$ cat src/rtl/core/jur_pkg.sv
`timescale 1ns / 1ps
`default_nettype none
// ----------------------------------------------------------------------------
// jur_pkg
// Shared types and constants of the unstuffing bit reader.
// ----------------------------------------------------------------------------
package jur_pkg;

    localparam logic [7:0] MARKER_BYTE   = 8'hFF;
    localparam logic [7:0] STUFF_BYTE    = 8'h00;
    localparam logic [4:0] RST_PREFIX    = 5'b11010;
    localparam int         BYTE_W        = 8;
    localparam int         BIT_CNT_W     = 3;
    localparam logic [BIT_CNT_W-1:0] LAST_BIT_IDX = 3'd7;

    localparam int         Q_DEPTH       = 2;
    localparam int         Q_PTR_W       = 1;
    localparam int         Q_CNT_W       = 2;

    typedef struct packed {
        logic              is_err;
        logic [BYTE_W-1:0] data;
    } t_cmd;

    typedef struct packed {
        logic not_empty;
        logic full;
    } t_q_status;

endpackage : jur_pkg
`default_nettype wire

$ cat src/rtl/core/jur_front.sv
`timescale 1ns / 1ps
`default_nettype none
// ----------------------------------------------------------------------------
// jur_front
// Accepts raw segment bytes, tracks the pending marker and queues work.
// ----------------------------------------------------------------------------
module jur_front (
    input  wire logic              i_clk,
    input  wire logic              i_rst_n,
    input  wire logic              i_valid,
    input  wire logic [7:0]        i_data_byte,
    input  wire logic              i_stream_end,
    output logic                   o_stall,
    input  wire jur_pkg::t_q_status i_q_status,
    output logic                   o_push,
    output jur_pkg::t_cmd          o_cmd,
    output logic                   o_pending
);
    import jur_pkg::*;

    logic r_pending;
    logic n_pending;
    logic accept;
    logic is_ff;
    logic is_zero;
    logic is_rst;
    logic want_push;
    t_cmd cmd;

    assign o_stall   = i_q_status.full;
    assign accept    = i_valid && !i_q_status.full;
    assign is_ff     = (i_data_byte == MARKER_BYTE);
    assign is_zero   = (i_data_byte == STUFF_BYTE);
    assign is_rst    = (i_data_byte[7:3] == RST_PREFIX);

    always_comb begin
        n_pending  = r_pending;
        want_push  = 1'b0;
        cmd.is_err = 1'b0;
        cmd.data   = i_data_byte;
        priority if (!r_pending) begin
            if (is_ff) begin
                if (i_stream_end) begin
                    want_push  = 1'b1;
                    cmd.is_err = 1'b1;
                end else begin
                    n_pending = 1'b1;
                end
            end else begin
                want_push = 1'b1;
            end
        end else if (is_ff) begin
            if (i_stream_end) begin
                n_pending  = 1'b0;
                want_push  = 1'b1;
                cmd.is_err = 1'b1;
            end
        end else begin
            n_pending = 1'b0;
            priority if (is_zero) begin
                want_push = 1'b1;
                cmd.data  = MARKER_BYTE;
            end else if (is_rst) begin
                want_push = 1'b0;
            end else begin
                want_push  = 1'b1;
                cmd.is_err = 1'b1;
            end
        end
    end

    assign o_push    = accept && want_push;
    assign o_cmd     = cmd;
    assign o_pending = r_pending;

    always_ff @(posedge i_clk) begin
        if (!i_rst_n) begin
            r_pending <= 1'b0;
        end else if (accept) begin
            r_pending <= n_pending;
        end
    end

endmodule : jur_front
`default_nettype wire

$ cat src/rtl/core/jur_queue.sv
`timescale 1ns / 1ps
`default_nettype none
// ----------------------------------------------------------------------------
// jur_queue
// Short command queue between the classifier and the bit serializer.
// ----------------------------------------------------------------------------
module jur_queue (
    input  wire logic               i_clk,
    input  wire logic               i_rst_n,
    input  wire logic               i_push,
    input  wire jur_pkg::t_cmd      i_cmd,
    input  wire logic               i_pop,
    output jur_pkg::t_cmd           o_cmd,
    output jur_pkg::t_q_status      o_status
);
    import jur_pkg::*;

    t_cmd                 r_mem [Q_DEPTH];
    logic [Q_PTR_W-1:0]   r_wr_ptr;
    logic [Q_PTR_W-1:0]   r_rd_ptr;
    logic [Q_CNT_W-1:0]   r_count;
    logic                 do_push;
    logic                 do_pop;

    assign o_status.full      = (r_count == Q_CNT_W'(Q_DEPTH));
    assign o_status.not_empty = (r_count != '0);
    assign do_push            = i_push && !o_status.full;
    assign do_pop             = i_pop && o_status.not_empty;
    assign o_cmd              = r_mem[r_rd_ptr];

    always_ff @(posedge i_clk) begin
        if (do_push) begin
            r_mem[r_wr_ptr] <= i_cmd;
        end
    end

    always_ff @(posedge i_clk) begin
        if (!i_rst_n) begin
            r_wr_ptr <= '0;
            r_rd_ptr <= '0;
            r_count  <= '0;
        end else begin
            if (do_push) begin
                r_wr_ptr <= r_wr_ptr + 1'b1;
            end
            if (do_pop) begin
                r_rd_ptr <= r_rd_ptr + 1'b1;
            end
            unique case ({do_push, do_pop})
                2'b10:   r_count <= r_count + 1'b1;
                2'b01:   r_count <= r_count - 1'b1;
                default: r_count <= r_count;
            endcase
        end
    end

endmodule : jur_queue
`default_nettype wire

$ cat src/rtl/core/jur_back.sv
`timescale 1ns / 1ps
`default_nettype none
// ----------------------------------------------------------------------------
// jur_back
// Serializes queued bytes MSB first and emits error transactions.
// ----------------------------------------------------------------------------
module jur_back (
    input  wire logic               i_clk,
    input  wire logic               i_rst_n,
    input  wire jur_pkg::t_cmd      i_cmd,
    input  wire jur_pkg::t_q_status i_q_status,
    output logic                    o_pop,
    output logic                    o_valid,
    output logic                    o_bit_value,
    output logic                    o_last_bit,
    output logic                    o_marker_error,
    input  wire logic               i_stall
);
    import jur_pkg::*;

    logic                  r_busy;
    logic                  n_busy;
    logic [BYTE_W-1:0]     r_shift;
    logic [BYTE_W-1:0]     n_shift;
    logic [BIT_CNT_W-1:0]  r_cnt;
    logic [BIT_CNT_W-1:0]  n_cnt;
    logic                  r_valid;
    logic                  n_valid;
    logic                  r_bit;
    logic                  n_bit;
    logic                  r_last;
    logic                  n_last;
    logic                  r_err;
    logic                  n_err;
    logic                  advance;

    assign advance = !r_valid || !i_stall;

    always_comb begin
        n_busy  = r_busy;
        n_shift = r_shift;
        n_cnt   = r_cnt;
        n_valid = r_valid;
        n_bit   = r_bit;
        n_last  = r_last;
        n_err   = r_err;
        o_pop   = 1'b0;
        if (advance) begin
            priority if (r_busy) begin
                n_valid = 1'b1;
                n_bit   = r_shift[BYTE_W-1];
                n_last  = (r_cnt == LAST_BIT_IDX);
                n_err   = 1'b0;
                n_shift = {r_shift[BYTE_W-2:0], 1'b0};
                n_cnt   = r_cnt + 1'b1;
                n_busy  = (r_cnt != LAST_BIT_IDX);
            end else if (i_q_status.not_empty) begin
                o_pop   = 1'b1;
                n_valid = 1'b1;
                if (i_cmd.is_err) begin
                    n_bit  = 1'b0;
                    n_last = 1'b0;
                    n_err  = 1'b1;
                end else begin
                    n_bit   = i_cmd.data[BYTE_W-1];
                    n_last  = 1'b0;
                    n_err   = 1'b0;
                    n_shift = {i_cmd.data[BYTE_W-2:0], 1'b0};
                    n_cnt   = BIT_CNT_W'(1);
                    n_busy  = 1'b1;
                end
            end else begin
                n_valid = 1'b0;
            end
        end
    end

    always_ff @(posedge i_clk) begin
        if (!i_rst_n) begin
            r_busy  <= 1'b0;
            r_valid <= 1'b0;
            r_cnt   <= '0;
        end else begin
            r_busy  <= n_busy;
            r_valid <= n_valid;
            r_cnt   <= n_cnt;
        end
    end

    always_ff @(posedge i_clk) begin
        r_shift <= n_shift;
        r_bit   <= n_bit;
        r_last  <= n_last;
        r_err   <= n_err;
    end

    assign o_valid        = r_valid;
    assign o_bit_value    = r_bit;
    assign o_last_bit     = r_last;
    assign o_marker_error = r_err;

endmodule : jur_back
`default_nettype wire

$ cat src/rtl/core/jpeg_unstuffing_bit_reader_core.sv
`timescale 1ns / 1ps
`default_nettype none
// ----------------------------------------------------------------------------
// jpeg_unstuffing_bit_reader_core
// Unstuffs JPEG entropy-coded bytes and emits their data bits MSB first.
//
//   channel | valid   | stall   | payload
//   --------+---------+---------+----------------------------------------
//   in      | i_valid | o_stall | i_data_byte, i_stream_end
//   out     | o_valid | i_stall | o_bit_value, o_last_bit, o_marker_error
//
// A data byte yields eight output transactions, one per cycle while i_stall is
// low, from the serializer shift register; the queue takes further bytes meanwhile.
// An error yields a single output transaction; fill and restart bytes yield none.
// Input stalls only when the two-entry command queue is full.
// Synchronous active-low reset clears the marker state, queue and output.
// ----------------------------------------------------------------------------
module jpeg_unstuffing_bit_reader_core (
    input  wire logic        i_clk,
    input  wire logic        i_rst_n,
    input  wire logic        i_valid,
    input  wire logic [7:0]  i_data_byte,
    input  wire logic        i_stream_end,
    output logic             o_stall,
    output logic             o_valid,
    output logic             o_bit_value,
    output logic             o_last_bit,
    output logic             o_marker_error,
    input  wire logic        i_stall
);
    import jur_pkg::*;

    logic      push;
    logic      pop;
    logic      pending;
    t_cmd      push_cmd;
    t_cmd      head_cmd;
    t_q_status q_status;

    jur_front u_front (
        .i_clk        (i_clk),
        .i_rst_n      (i_rst_n),
        .i_valid      (i_valid),
        .i_data_byte  (i_data_byte),
        .i_stream_end (i_stream_end),
        .o_stall      (o_stall),
        .i_q_status   (q_status),
        .o_push       (push),
        .o_cmd        (push_cmd),
        .o_pending    (pending)
    );

    jur_queue u_queue (
        .i_clk    (i_clk),
        .i_rst_n  (i_rst_n),
        .i_push   (push),
        .i_cmd    (push_cmd),
        .i_pop    (pop),
        .o_cmd    (head_cmd),
        .o_status (q_status)
    );

    jur_back u_back (
        .i_clk          (i_clk),
        .i_rst_n        (i_rst_n),
        .i_cmd          (head_cmd),
        .i_q_status     (q_status),
        .o_pop          (pop),
        .o_valid        (o_valid),
        .o_bit_value    (o_bit_value),
        .o_last_bit     (o_last_bit),
        .o_marker_error (o_marker_error),
        .i_stall        (i_stall)
    );

`ifndef SYNTHESIS
    a_err_clean: assert property (@(posedge i_clk) disable iff (!i_rst_n)
        (o_valid && o_marker_error) |-> (!o_bit_value && !o_last_bit))
        else $error("error transaction carries data bits");

    a_fill_silent: assert property (@(posedge i_clk) disable iff (!i_rst_n)
        (i_valid && !o_stall && pending && (i_data_byte == MARKER_BYTE)
         && !i_stream_end) |-> !push)
        else $error("fill byte queued work");

    a_resolve_clears: assert property (@(posedge i_clk) disable iff (!i_rst_n)
        (i_valid && !o_stall && pending && push) |=> !pending)
        else $error("marker still pending after resolving byte");

    a_pop_nonempty: assert property (@(posedge i_clk) disable iff (!i_rst_n)
        pop |-> q_status.not_empty)
        else $error("pop from empty queue");
`endif

endmodule : jpeg_unstuffing_bit_reader_core
`default_nettype wire

$ cat config.mk
export PLATFORM = sky130hd
export DESIGN_NAME = jpeg_unstuffing_bit_reader_core
export DESIGN_NICKNAME = d
export VERILOG_FILES = /design/src/rtl/core/jur_pkg.sv /design/src/rtl/core/jur_front.sv /design/src/rtl/core/jur_queue.sv /design/src/rtl/core/jur_back.sv /design/src/rtl/core/jpeg_unstuffing_bit_reader_core.sv
export SDC_FILE = /design/constraint.sdc
export NUM_CORES = 1
export LEC_CHECK = 0
export ABC_CLOCK_PERIOD_IN_PS = 4400
export BUFFER_PORTS_ARGS = -buffer_cell sky130_fd_sc_hd__buf_4
export CELL_PAD_IN_SITES_DETAIL_PLACEMENT = 0
export CELL_PAD_IN_SITES_GLOBAL_PLACEMENT = 1
export CORE_UTILIZATION = 49
export CTS_CLUSTER_DIAMETER = 40
export DETAILED_ROUTE_END_ITERATION = 12
export PLACE_DENSITY = 0.85
export SETUP_SLACK_MARGIN = 0.3
export SYNTH_ARGS = -nofsm -noshare
export SYNTH_HDL_FRONTEND = slang
export SYNTH_SLANG_ARGS = --single-unit
$ cat constraint.sdc
create_clock -name i_clk -period 4.4 [get_ports i_clk]
set_input_delay 0.66 -clock i_clk [delete_from_list [all_inputs] [get_ports i_clk]]
set_output_delay 0.66 -clock i_clk [all_outputs]
set_load 0.05 [all_outputs]
==> metrics.md, run 1 <==
| Metric | Value |
|---|---|
| Status | `complete, no violations` |
| CTS Buffer Depth | `2` |
| Synth Cell Area | `1650 µm²` |
| CP arrival | `2.19 ns` |
| Power density over cell area | `615 nW/µm²` |
| Worst-path clk slew | `between 0.1 and 0.15 ns` |
| Hold EP | `u_back.r_cnt[1]` |
| Pre-antenna DRT Iters | `4` |
| EDFF count, synth | `28` |
| Crit-path max FO | `10` |
| Cells after synthesis | `134` |
| Layout net count | `170` |
| R2R cell count | `3` |
| Final instance area | `around 1900 µm²` |
| Vias | `1041` |
| Ys Warns | `0` |
| Drt wl/cell | `13.0 µm` |
| Die Ht | `between 60 and 70 µm` |
| Die Width | `60.1 µm` |
| Synth Area per Inst | `12.3 µm²` |
| Initial DRC count | `17` |
| Gpl congestion | `about 0.7` |
| Worst path required time | `4.37 ns` |
| Period utilization | `50.4%` |
| ANT nets after route | `0` |
| CTS Hold Bufs | `0` |
| Fill cells | `262` |
| RSZ-0062 raised after global routing | `no` |
| Worst setup SP type | `register` |
| Synth Flop Type | `edfxtp_1` |
| Initial antenna violation count | `0` |
| Initial core utilization | `52.8%` |
| Final HPWL DP | `2000 µm` |
| # H-tree levels | `2` |
| #FFs+latches synth | `39` |
| Post-Route Utilization | `60.9%` |
| Register area share after synthesis | `64.2%` |
| Syn nets | `150` |
| Synth-to-Final Area Change | `15.2%` |
| Root Buffer | `clkbuf_4` |
| Max cap viols | `0` |
| Slew @ Worst Pin | `0.916 ns` |
| Area after DPL | `1820 µm²` |
| Multi-input gate area | `567 µm²` |
| Gr usage total | `17.7%` |
| Register area | `between 1000 and 1500 µm²` |
| Hold Path Stages | `2` |
| DP Worst Slack | `1.90 ns` |
| Slew HR | `38.9%` |
| Largest net degree at the start of global routing | `25` |
| # rows | `20` |
| Slew Limit Fails | `0` |
| Final critical-path setup slack | `2.18 ns` |
| First-pass GRT wire length | `4470 µm` |
| Input/output buffers | `17` |
| Die area | `3610 µm²` |
| Post-cts resize count | `0` |
| Worst setup path category | `reg -> reg` |
| Worst hold path class | `reg -> reg` |
| DR DRC count | `0` |
| Count of final hold-check violations | `0` |
| Clock latency on the worst-skew pair | `0.34 ns` |
| Share of post-route cells with drive strength above 1 | `20.0%` |
| Clk_skew | `0.0108 ns` |
| CTS Buf Count | `5` |
| Pleak | `0.000709 µW` |
| Setup TNS | `0 ns` |
| Worst hold start | `u_back.r_cnt[1]` |
| Vias/cell | `between 5 and 6` |
| Min cycle time layout | `2.22 ns` |
| Setup bufs post-CTS | `0` |
| Vias in the first global route | `1017` |
| Crit end category | `register` |
| Ports | `18` |
| Cell variety after synth | `35` |
| Worst reg2reg setup slack | `between 2 and 2.5 ns` |
| CTS tree | `done` |
| CTS sink cnt | `39` |
| Asr flop ratio synth | `0%` |
| Peak VDD IR | `0.346 mV` |
| Placeable core area | `3130 µm²` |
| WL final | `2580 µm` |
| Antenna cells | `0` |
| Reg-to-Reg End | `u_back.r_shift[1]` |
| Setup-failing EPs final | `0` |
| Fmax | `roughly 0.45 GHz` |
| Gr ovfl total | `0` |
## layer usage
metal	GRT usage, %	routed length [µm]
met1	20.8	1100
met2	28.4	1280
met3	7.58	159
met4	7.64	34
met5	0	0
## cell families after synthesis
group | count (synthesis) | share of synthesized area, %
AND/OR/NAND/NOR | 51 | 16.9
flip-flops | 39 | 64.2
AO/OA/AOI/OAI | 22 | 7.42
multiplexers | 10 | 6.13
buffers and inverters | 6 | 1.51
XOR/XNOR | 3 | 1.59
adder cells (fa/ha/maj) | 3 | 2.27
## layout by cell type, fill, tap and decap left out, drive strengths merged, types with 3 or more instances in the layout
cell type  synthesis  routed
clkbuf             2       6
nand2             15      15
buf                2      17
o21ai             10      10
dfxtp             11      11
a21oi              6       6
nand2b             9       9
ha                 3       3
nand3              3       3
mux2i              9       9
edfxtp            28      28
nor2               9       9
## per-stage QoR
stage               power [µW]  instances  hold slack (ns)
floorplan                  851        134            0.440
global route              1250        199            0.504
global placement           926        191            0.448
finish                    1170        199            0.475
CTS                       1180        199            0.484
detailed placement         943        191            0.468
## sequential cells by signal, summed over array words and instances, names as in the netlist, 2 cells and up, named ones only
register	flops
u_queue.r_mem	18
u_back.r_shift	7
u_back.r_cnt	3
u_queue.r_count	2
## worst max-delay path, stage by stage (launching register included)
cell	delay, ns
dfxtp_1	0.62
mux2i_1	0.39
a21oi_1	0.11
a21oi_1	0.74
## cell usage after synthesis (2+ instances only)
| master | count | area share (%) |
|---|---|---|
| clkbuf_1 | 2 | 0.45 |
| nand4_1 | 2 | 0.76 |
| nand2_1 | 15 | 3.4 |
| nand3_1 | 2 | 0.61 |
| a31oi_1 | 2 | 0.76 |
| a21oi_1 | 6 | 1.8 |
| and3_1 | 2 | 0.76 |
| buf_2 | 2 | 0.61 |
| xnor2_1 | 2 | 1.1 |
| dfxtp_1 | 11 | 13 |
| inv_1 | 2 | 0.45 |
| or3_1 | 2 | 0.76 |
| o21ai_0 | 10 | 3.0 |
| ha_1 | 3 | 2.3 |
| nor2_1 | 9 | 2.0 |
| mux2i_1 | 9 | 5.5 |
| edfxtp_1 | 28 | 51 |
| nand2b_1 | 8 | 3.0 |
## cell type report
class	count	area share (%)
Inverter	2	0.394
Clock buffer	6	2.69
Sequential cell	39	55.7
Clock inverter	2	1.84
Timing Repair Buffer	17	6.70
Tap cell	44	2.89
Multi-Input combinational cell	89	29.8
## worst max path at each step
stage	to	depth (start not counted)
3_5_place_dp	u_queue.r_mem[1][6]	5
2_1_floorplan	u_queue.r_count[1]	7
3_3_place_gp	u_queue.r_mem[0][0]	5
6_report	u_back.r_shift[1]	3
4_1_cts	u_back.r_shift[1]	3
5_1_grt	u_back.r_cnt[1]	4
## report_power, final
group | leakage, µW | total [µW] | switching [µW] | internal (µW)
logic | 0.000306 | 338 | 207 | 131
clock network | 0.0000482 | 242 | 108 | 134
registers | 0.000355 | 592 | 68.1 | 524
total | 0.000709 | 1170 | 383 | 789
No activity file was read; power rests on OpenSTA's default activity.
==> run 2, diff against run 1 <==
- ABC_CLOCK_PERIOD_IN_PS: 4400 -> 2200
- CORE_UTILIZATION: 49 -> 46
- PLACE_DENSITY: 0.85 -> 0.8
- clock period: 4.4 -> 2.2 ns (I/O delays scaled with it)
==> run 2 against run 1 <==
Against the previous run: total power is 99% higher; design area up 2.4%; combinational power up 140%; clock power rose by 57%; die area grew 6.3%; highest routed layer unchanged.
==> metrics.md, run 2 (same netlist as run 1, synthesis figures left out) <==
| Metric | Value |
|---|---|
| Status | `complete, no violations` |
| Placeable core area | `3390 µm² (+8.4%)` |
| Worst-path clk slew | `0.12 ns (about the same)` |
| Die Width | `61.9 µm (+3.1%)` |
| Pre-antenna DRT Iters | `4 (unchanged)` |
| Gr usage total | `15.3% (-2.5 points)` |
| Setup-failing EPs final | `0 (unchanged)` |
| Worst reg2reg setup slack | `0.40 ns (-1.78 ns)` |
| Layout net count | `175 (+2.9%)` |
| Antenna cells | `0 (unchanged)` |
| Initial DRC count | `36 (+19)` |
| Root Buffer | `clkbuf_4` |
| Slowest cell on crit path | `dfxtp_2` |
| Largest Register | `u_queue.r_mem` |
| CTS tree | `done` |
| Worst path required time | `2.49 ns (-1.88 ns)` |
| Ports | `18 (unchanged)` |
| Crit end category | `register` |
| Min cycle time layout | `1.80 ns (-0.422 ns)` |
| ANT nets after route | `0 (unchanged)` |
| CTS sink cnt | `39 (unchanged)` |
| CTS Buf Count | `5 (unchanged)` |
| Pleak | `0.000717 µW (+1.1%)` |
| R2R Path Start | `u_queue.r_count[0]` |
| Commonest non-fill, non-tap cell in the layout | `edfxtp_1` |
| Gpl congestion | `0.734 (+6.0%)` |
| Worst setup path category | `reg -> reg` |
| Worst hold start | `i_stream_end` |
| R2R cell count | `5 (+2)` |
| Clock share of power | `16.3% (-4.4 points)` |
| Max FFs per register | `18 (unchanged)` |
| Hold Path Stages | `3 (+1)` |
| CTS Buffer Depth | `2 (unchanged)` |
| Crit path buf inv count | `0 (unchanged)` |
| Initial antenna violation count | `0 (unchanged)` |
| Period utilization | `81.6% (+31 points)` |
| Clk_skew | `0.00265 ns (-0.00817 ns)` |
| Synth-to-Final Area Change | `17.9%` |
| DR DRC count | `0 (unchanged)` |
| Worst path max stage delay | `0.38 ns (-0.36 ns)` |
| Slew Limit Fails | `0 (unchanged)` |
| Vias/cell | `5.09 (-2.7%)` |
| CP arrival | `2.08 ns (-0.11 ns)` |
| # H-tree levels | `2 (unchanged)` |
| Crit path cell chain | `or2_2 -> and3b_1 -> ha_4 -> or3_1 -> a21oi_2` |
| Reg-to-Reg End | `u_queue.r_count[1]` |
| Worst setup SP type | `register` |
| Worst hold margin | `0.263 ns (-0.212 ns)` |
| Drt wl/cell | `12.3 µm (-5.0%)` |
| RSZ-0062 raised after global routing | `no` |
| Slew @ Worst Pin | `0.317 ns (-0.599 ns)` |
| Input/output buffers | `17 (unchanged)` |
| Vias in the first global route | `904 (-11%)` |
| Hold EP | `u_front.o_pending` |
| Share of post-route cells with drive strength above 1 | `26.3% (+6.3 points)` |
| Worst hold path class | `in -> reg` |
| Gr ovfl total | `0 (unchanged)` |
| Count of final hold-check violations | `0 (unchanged)` |
| Peak VDD IR | `0.684 mV (+98%)` |
| Die Ht | `61.9 µm (+3.1%)` |
| Switch share | `35.5% (+2.8 points)` |
| Setup TNS | `0 ns (unchanged)` |
| Power density over cell area | `1190 nW/µm² (+94%)` |
| Crit path from | `u_queue.r_count[0]` |
| Crit-path max FO | `4 (-6)` |
| Leading registers by flop count | `u_queue.r_mem: 18 flops, u_back.r_shift: 7 flops, u_back.r_cnt: 3 flops` |
| Final HPWL DP | `1880 µm (-6.1%)` |
| Fmax | `0.557 GHz (+23%)` |
| Delay-heaviest family, CP | `simple AND/OR/NAND/NOR gates` |
| Largest net degree at the start of global routing | `23 (-8.0%)` |
| CTS Hold Bufs | `0 (unchanged)` |
| Vias | `1049 (+0.77%)` |
| Flop pwr share | `48.6% (-1.9 points)` |
| Setup bufs post-CTS | `0 (unchanged)` |
| # rows | `21 (+5.0%)` |
| NetSw | `827 µW (+120%)` |
| First-pass GRT wire length | `4040 µm (-9.6%)` |
| Pint | `1500 µW (+90%)` |
| Comb pwr share | `35.1% (+6.3 points)` |
| Die area | `3840 µm² (+6.3%)` |
| WL final | `2540 µm (-1.6%)` |
| Max cap viols | `0 (unchanged)` |
| Initial core utilization | `48.8% (-4.1 points)` |
| Slew HR | `78.3% (+39 points)` |
| Clock latency on the worst-skew pair | `0.34 ns (about the same)` |
| Most frequent cells in the layout | `edfxtp_1, buf_4, nand2_1, o21ai_0` |
## run 2: cell types whose count changed in the layout (fill, tap and decap cells not counted), sizes merged
cell	previous run	this run
inv	2	3
clkinv	1	0
clkinvlp	0	2
clkbuf	6	5
buf	17	22
bufinv	1	0
## run 2: layout make-up
| cell class | instances | area [µm²] |
|---|---|---|
| fill | 286 | 1440 |
| sequential | 39 | 1060 |
| multi-input combinational | 89 | 593 |
| timing repair buffer | 22 | 165 |
| tap | 46 | 57.6 |
| clock buffer | 5 | 37.5 |
| clock inverter | 3 | 23.8 |
| inverter | 2 | 7.51 |
## run 2: worst register-to-register path: cells and delay by family, from the launching register on
family	cells	cell delay, ns
AND/OR/NAND/NOR	3	0.97
flip-flops	1	0.38
adder cells (fa/ha/maj)	1	0.26
AO/OA/AOI/OAI	1	0.13
## run 2: per-stage QoR
step | std cells | cell area [µm²] | util [%] | total power, µW | worst slack [ns]
after floorplan | 134 | 1670 | - | 1730 | 0.280
after detailed placement | 198 | 1880 | 55.4 | 1960 | 0.139
after global routing | 206 | 1950 | 57.5 | 2470 | 0.329
final | 206 | 1950 | 57.5 | 2330 | 0.405
after global placement | 198 | 1880 | 55.4 | 1930 | 0.188
after CTS | 206 | 1940 | 57.4 | 2340 | 0.358
## run 2: power groups by stage
| stage | Combinational, µW | Sequential [µW] | Clock [µW] |
|---|---|---|---|
| floorplan | 473 | 1260 | 0 |
| global route | 892 | 1160 | 422 |
| global placement | 791 | 1140 | 0 |
| detailed placement | 809 | 1150 | 0 |
| finish | 817 | 1130 | 379 |
| CTS | 817 | 1130 | 388 |
## run 2: worst max path at each step
stage / endpoint / cells past startpoint
2_1_floorplan: u_queue.r_mem[1][0] / 5
3_3_place_gp: u_queue.r_count[1] / 8
3_5_place_dp: u_queue.r_count[1] / 8
4_1_cts: u_queue.r_count[1] / 7
5_1_grt: u_queue.r_count[1] / 7
6_report: u_queue.r_count[1] / 5
## run 2: layer usage
layer	track usage (%)	wire length, µm
met3	5.80	110
met5	0	0
met1	19.0	1220
met2	23.3	1180
met4	7.62	34
## run 2: repair_timing
| item | CTS | global route |
|---|---|---|
| gates resized for setup | 1 | 2 |
| cloned | 0 | 0 |
| setup endpoints to repair | 1 | 1 |
| pin swaps | 0 | 1 |
| endpoints found under the hold margin | 0 | 0 |
==> run 3, diff against run 2 <==
- ABC_CLOCK_PERIOD_IN_PS: 2200 -> 1600
- CORE_UTILIZATION: 46 -> 41
- PLACE_DENSITY: 0.8 -> 0.76
- clock period: 2.2 -> 1.6 ns (I/O delays scaled with it)
==> run 3 against run 2 <==
Against the previous run: the flow now finishes with violations (setup timing); global-route usage grew 1.0 points; flip-flop and latch count unchanged; hold slack worse by 0.022 ns; critical path depth grew 2; clock-buffer cell count unchanged; sequential power rose by 42%; register-to-register slack worse by 0.58 ns; final cell count grew 11%; first-iteration DRC count is 69% higher; fmax is 1.3% higher; clock power grew 65%; design area is 20% higher; critical path type unchanged; critical endpoint unchanged.
==> metrics.md, run 3 (same netlist as run 1, synthesis figures left out) <==
| Metric | Value |
|---|---|
| Worst hold start | `i_rst_n` |
| Count of final hold-check violations | `0 (unchanged)` |
| Comb pwr share | `41.7% (+6.6 points)` |
| Share of post-route cells with drive strength above 1 | `44.4% (+18 points)` |
| R2R cell count | `7 (+2)` |
| Clock share of power | `16.4% (about the same)` |
| Most frequent cells in the layout | `buf_4, edfxtp_1, nand2_1` |
| Fmax | `0.564 GHz (+1.3%)` |
| Initial core utilization | `43.8% (-4.9 points)` |
| Worst hold path class | `in -> reg` |
| CTS sink cnt | `39 (unchanged)` |
| Largest Register | `u_queue.r_mem` |
| Initial DRC count | `61 (+69%)` |
| Placeable core area | `3770 µm² (+11%)` |
| Worst-path clk slew | `0.07 ns (-0.05 ns)` |
| Final critical-path setup slack | `-0.172 ns (-0.576 ns)` |
| Drt wl/cell | `13.1 µm (+6.7%)` |
| Area after DPL | `2050 µm² (+9.4%)` |
| Clock latency on the worst-skew pair | `0.29 ns (-0.05 ns)` |
| Min cycle time layout | `1.77 ns (-0.0237 ns)` |
| Hold Path Stages | `3 (unchanged)` |
| Worst setup SP type | `register` |
| Total power draw | `3820 µW (+64%)` |
| Period utilization | `111% (+29 points)` |
| Worst path required time | `1.81 ns (-0.68 ns)` |
| Gr usage total | `16.3% (+1.0 points)` |
| Hold EP | `u_back.r_cnt[1]` |
| Leading registers by flop count | `u_queue.r_mem: 18 flops, u_back.r_shift: 7 flops, u_back.r_cnt: 3 flops` |
| # rows | `22 (+4.8%)` |
| Clk_skew | `0.00426 ns (+0.00161 ns)` |
| Root Buffer | `clkbuf_8` |
| Slew HR | `78.1% (-0.20 points)` |
| CP arrival | `1.98 ns (-0.10 ns)` |
| Max FFs per register | `18 (unchanged)` |
| CTS Hold Bufs | `0 (unchanged)` |
| Input/output buffers | `17 (unchanged)` |
| CTS tree | `done` |
| Slowest cell on crit path | `or3_4` |
| Failing checks | `setup timing` |
| Vias/cell | `5.03 (-1.3%)` |
| Worst path max stage delay | `0.34 ns (-0.04 ns)` |
| DP Worst Slack | `-0.324 ns (-0.463 ns)` |
| Slew @ Worst Pin | `0.327 ns (+0.00949 ns)` |
| Pleak | `0.000912 µW (+27%)` |
| Die Ht | `65.5 µm (+5.7%)` |
| Vias | `1146 (+9.2%)` |
| Status | `finished with violations` |
| Peak VDD IR | `1.10 mV (+60%)` |
| Flop pwr share | `41.9% (-6.7 points)` |
| First-pass GRT wire length | `5120 µm (+27%)` |
| WL final | `3000 µm (+18%)` |
| Die Width | `65.5 µm (+5.7%)` |
| Setup TNS | `-2.12 ns (-2.12 ns)` |
| Vias in the first global route | `1110 (+23%)` |
| Crit path cell chain | `nor2b_4 -> nand2b_4 -> or3_4 -> ha_4 -> xnor2_1 -> or3_1 -> a21oi_2` |
| Setup-failing EPs final | `20 (+20)` |
| Gpl congestion | `0.722 (-1.7%)` |
| Worst setup path category | `reg -> reg` |
| Final instance area | `2350 µm² (+20%)` |
| Fill cells | `295 (+3.1%)` |
| CTS Buffer Depth | `2 (unchanged)` |
| Power density over cell area | `1630 nW/µm² (+36%)` |
| Gr ovfl total | `0 (unchanged)` |
| Switch share | `34.2% (-1.3 points)` |
| RSZ-0062 raised after global routing | `yes` |
| # H-tree levels | `2 (unchanged)` |
| Final HPWL DP | `2140 µm (+14%)` |
| Crit end category | `register` |
| Max cap viols | `0 (unchanged)` |
| Ports | `18 (unchanged)` |
| Commonest non-fill, non-tap cell in the layout | `buf_4` |
| Synth-to-Final Area Change | `41.9%` |
| Antenna cells | `0 (unchanged)` |
| DR DRC count | `0 (unchanged)` |
| ANT nets after route | `0 (unchanged)` |
| Slew Limit Fails | `0 (unchanged)` |
| Pre-antenna DRT Iters | `4 (unchanged)` |
| Crit-path max FO | `4 (unchanged)` |
| Die area | `4290 µm² (+12%)` |
| R2R Path Start | `u_queue.r_count[1]` |
| Largest net degree at the start of global routing | `24 (+4.3%)` |
| Initial antenna violation count | `0 (unchanged)` |
| Reg-to-Reg End | `u_queue.r_count[1]` |
| Layout net count | `195 (+11%)` |
| Pint | `2510 µW (+67%)` |
| CTS Buf Count | `5 (unchanged)` |
| Worst reg2reg setup slack | `-0.17 ns (-0.58 ns)` |
| NetSw | `1310 µW (+58%)` |
## run 3: cell count changes in the layout (fill, tap and decap cells not counted), sizes merged
cell      before  now
a21oi          6    7
buf           22   41
clkinv         0    3
clkinvlp       2    0
inv            3    2
## run 3: worst max path at each step
stage / startpoint / endpoint / slack [ns] / depth (start not counted)
global route: u_queue.r_count[1] / u_queue.r_count[1] / -0.23 / 7
floorplan: u_queue.r_count[1] / u_queue.r_count[1] / -0.20 / 8
detailed placement: i_data_byte[7] / u_queue.r_count[1] / -0.32 / 8
CTS: u_queue.r_count[1] / u_queue.r_count[1] / -0.14 / 7
global placement: i_data_byte[7] / u_queue.r_count[1] / -0.26 / 8
finish: u_queue.r_count[1] / u_queue.r_count[1] / -0.17 / 7
## run 3: power by group through the flow
stage / clock (µW) / combinational [µW] / sequential, µW
6_report: 627 / 1590 / 1600
3_5_place_dp: 0 / 1310 / 1590
5_1_grt: 684 / 1730 / 1630
3_3_place_gp: 0 / 1260 / 1580
2_1_floorplan: 0 / 725 / 1740
4_1_cts: 638 / 1470 / 1590
## run 3: what timing repair did
item | in CTS | in global routing
resized for setup | 20 | 13
endpoints found under the setup margin | 51 | 57
gates cloned | 1 | 0
buffers inserted | 2 | 3
pin swaps | 2 | 2
## run 3: final cells by class
type	count	area, µm²	area share (%)
Clock buffer	5	68.8	2.93
Clock inverter	3	15.0	0.640
Inverter	2	7.51	0.320
Multi-Input combinational cell	90	756	32.2
Sequential cell	39	1070	45.5
Tap cell	48	60.1	2.56
Timing Repair Buffer	41	370	15.8
## run 3: through the flow
stage / utilization [%] / hold slack, ns / instances
final: 62.2 / 0.241 / 228
after global routing: 62.2 / 0.242 / 228
after CTS: 60.1 / 0.245 / 225
after detailed placement: 54.5 / 0.462 / 214
after global placement: 54.5 / 0.448 / 214
after floorplan: - / 0.386 / 134
## run 3: layer usage
metal / GRT usage [%] / wire, µm / part of all wire (%)
met1: 20.7 / 1340 / 45
met2: 26.4 / 1500 / 50
met3: 3.13 / 100 / 3.3
met4: 8.15 / 57 / 1.9
met5: 0 / 0 / 0
## run 3: critical path: cells and delay by family, from the launching register on
kind                     cells  cell delay, ns
AND/OR/NAND/NOR              4            0.92
flip-flops                   1            0.33
adder cells (fa/ha/maj)      1            0.17
AO/OA/AOI/OAI                1            0.15
XOR/XNOR                     1            0.13
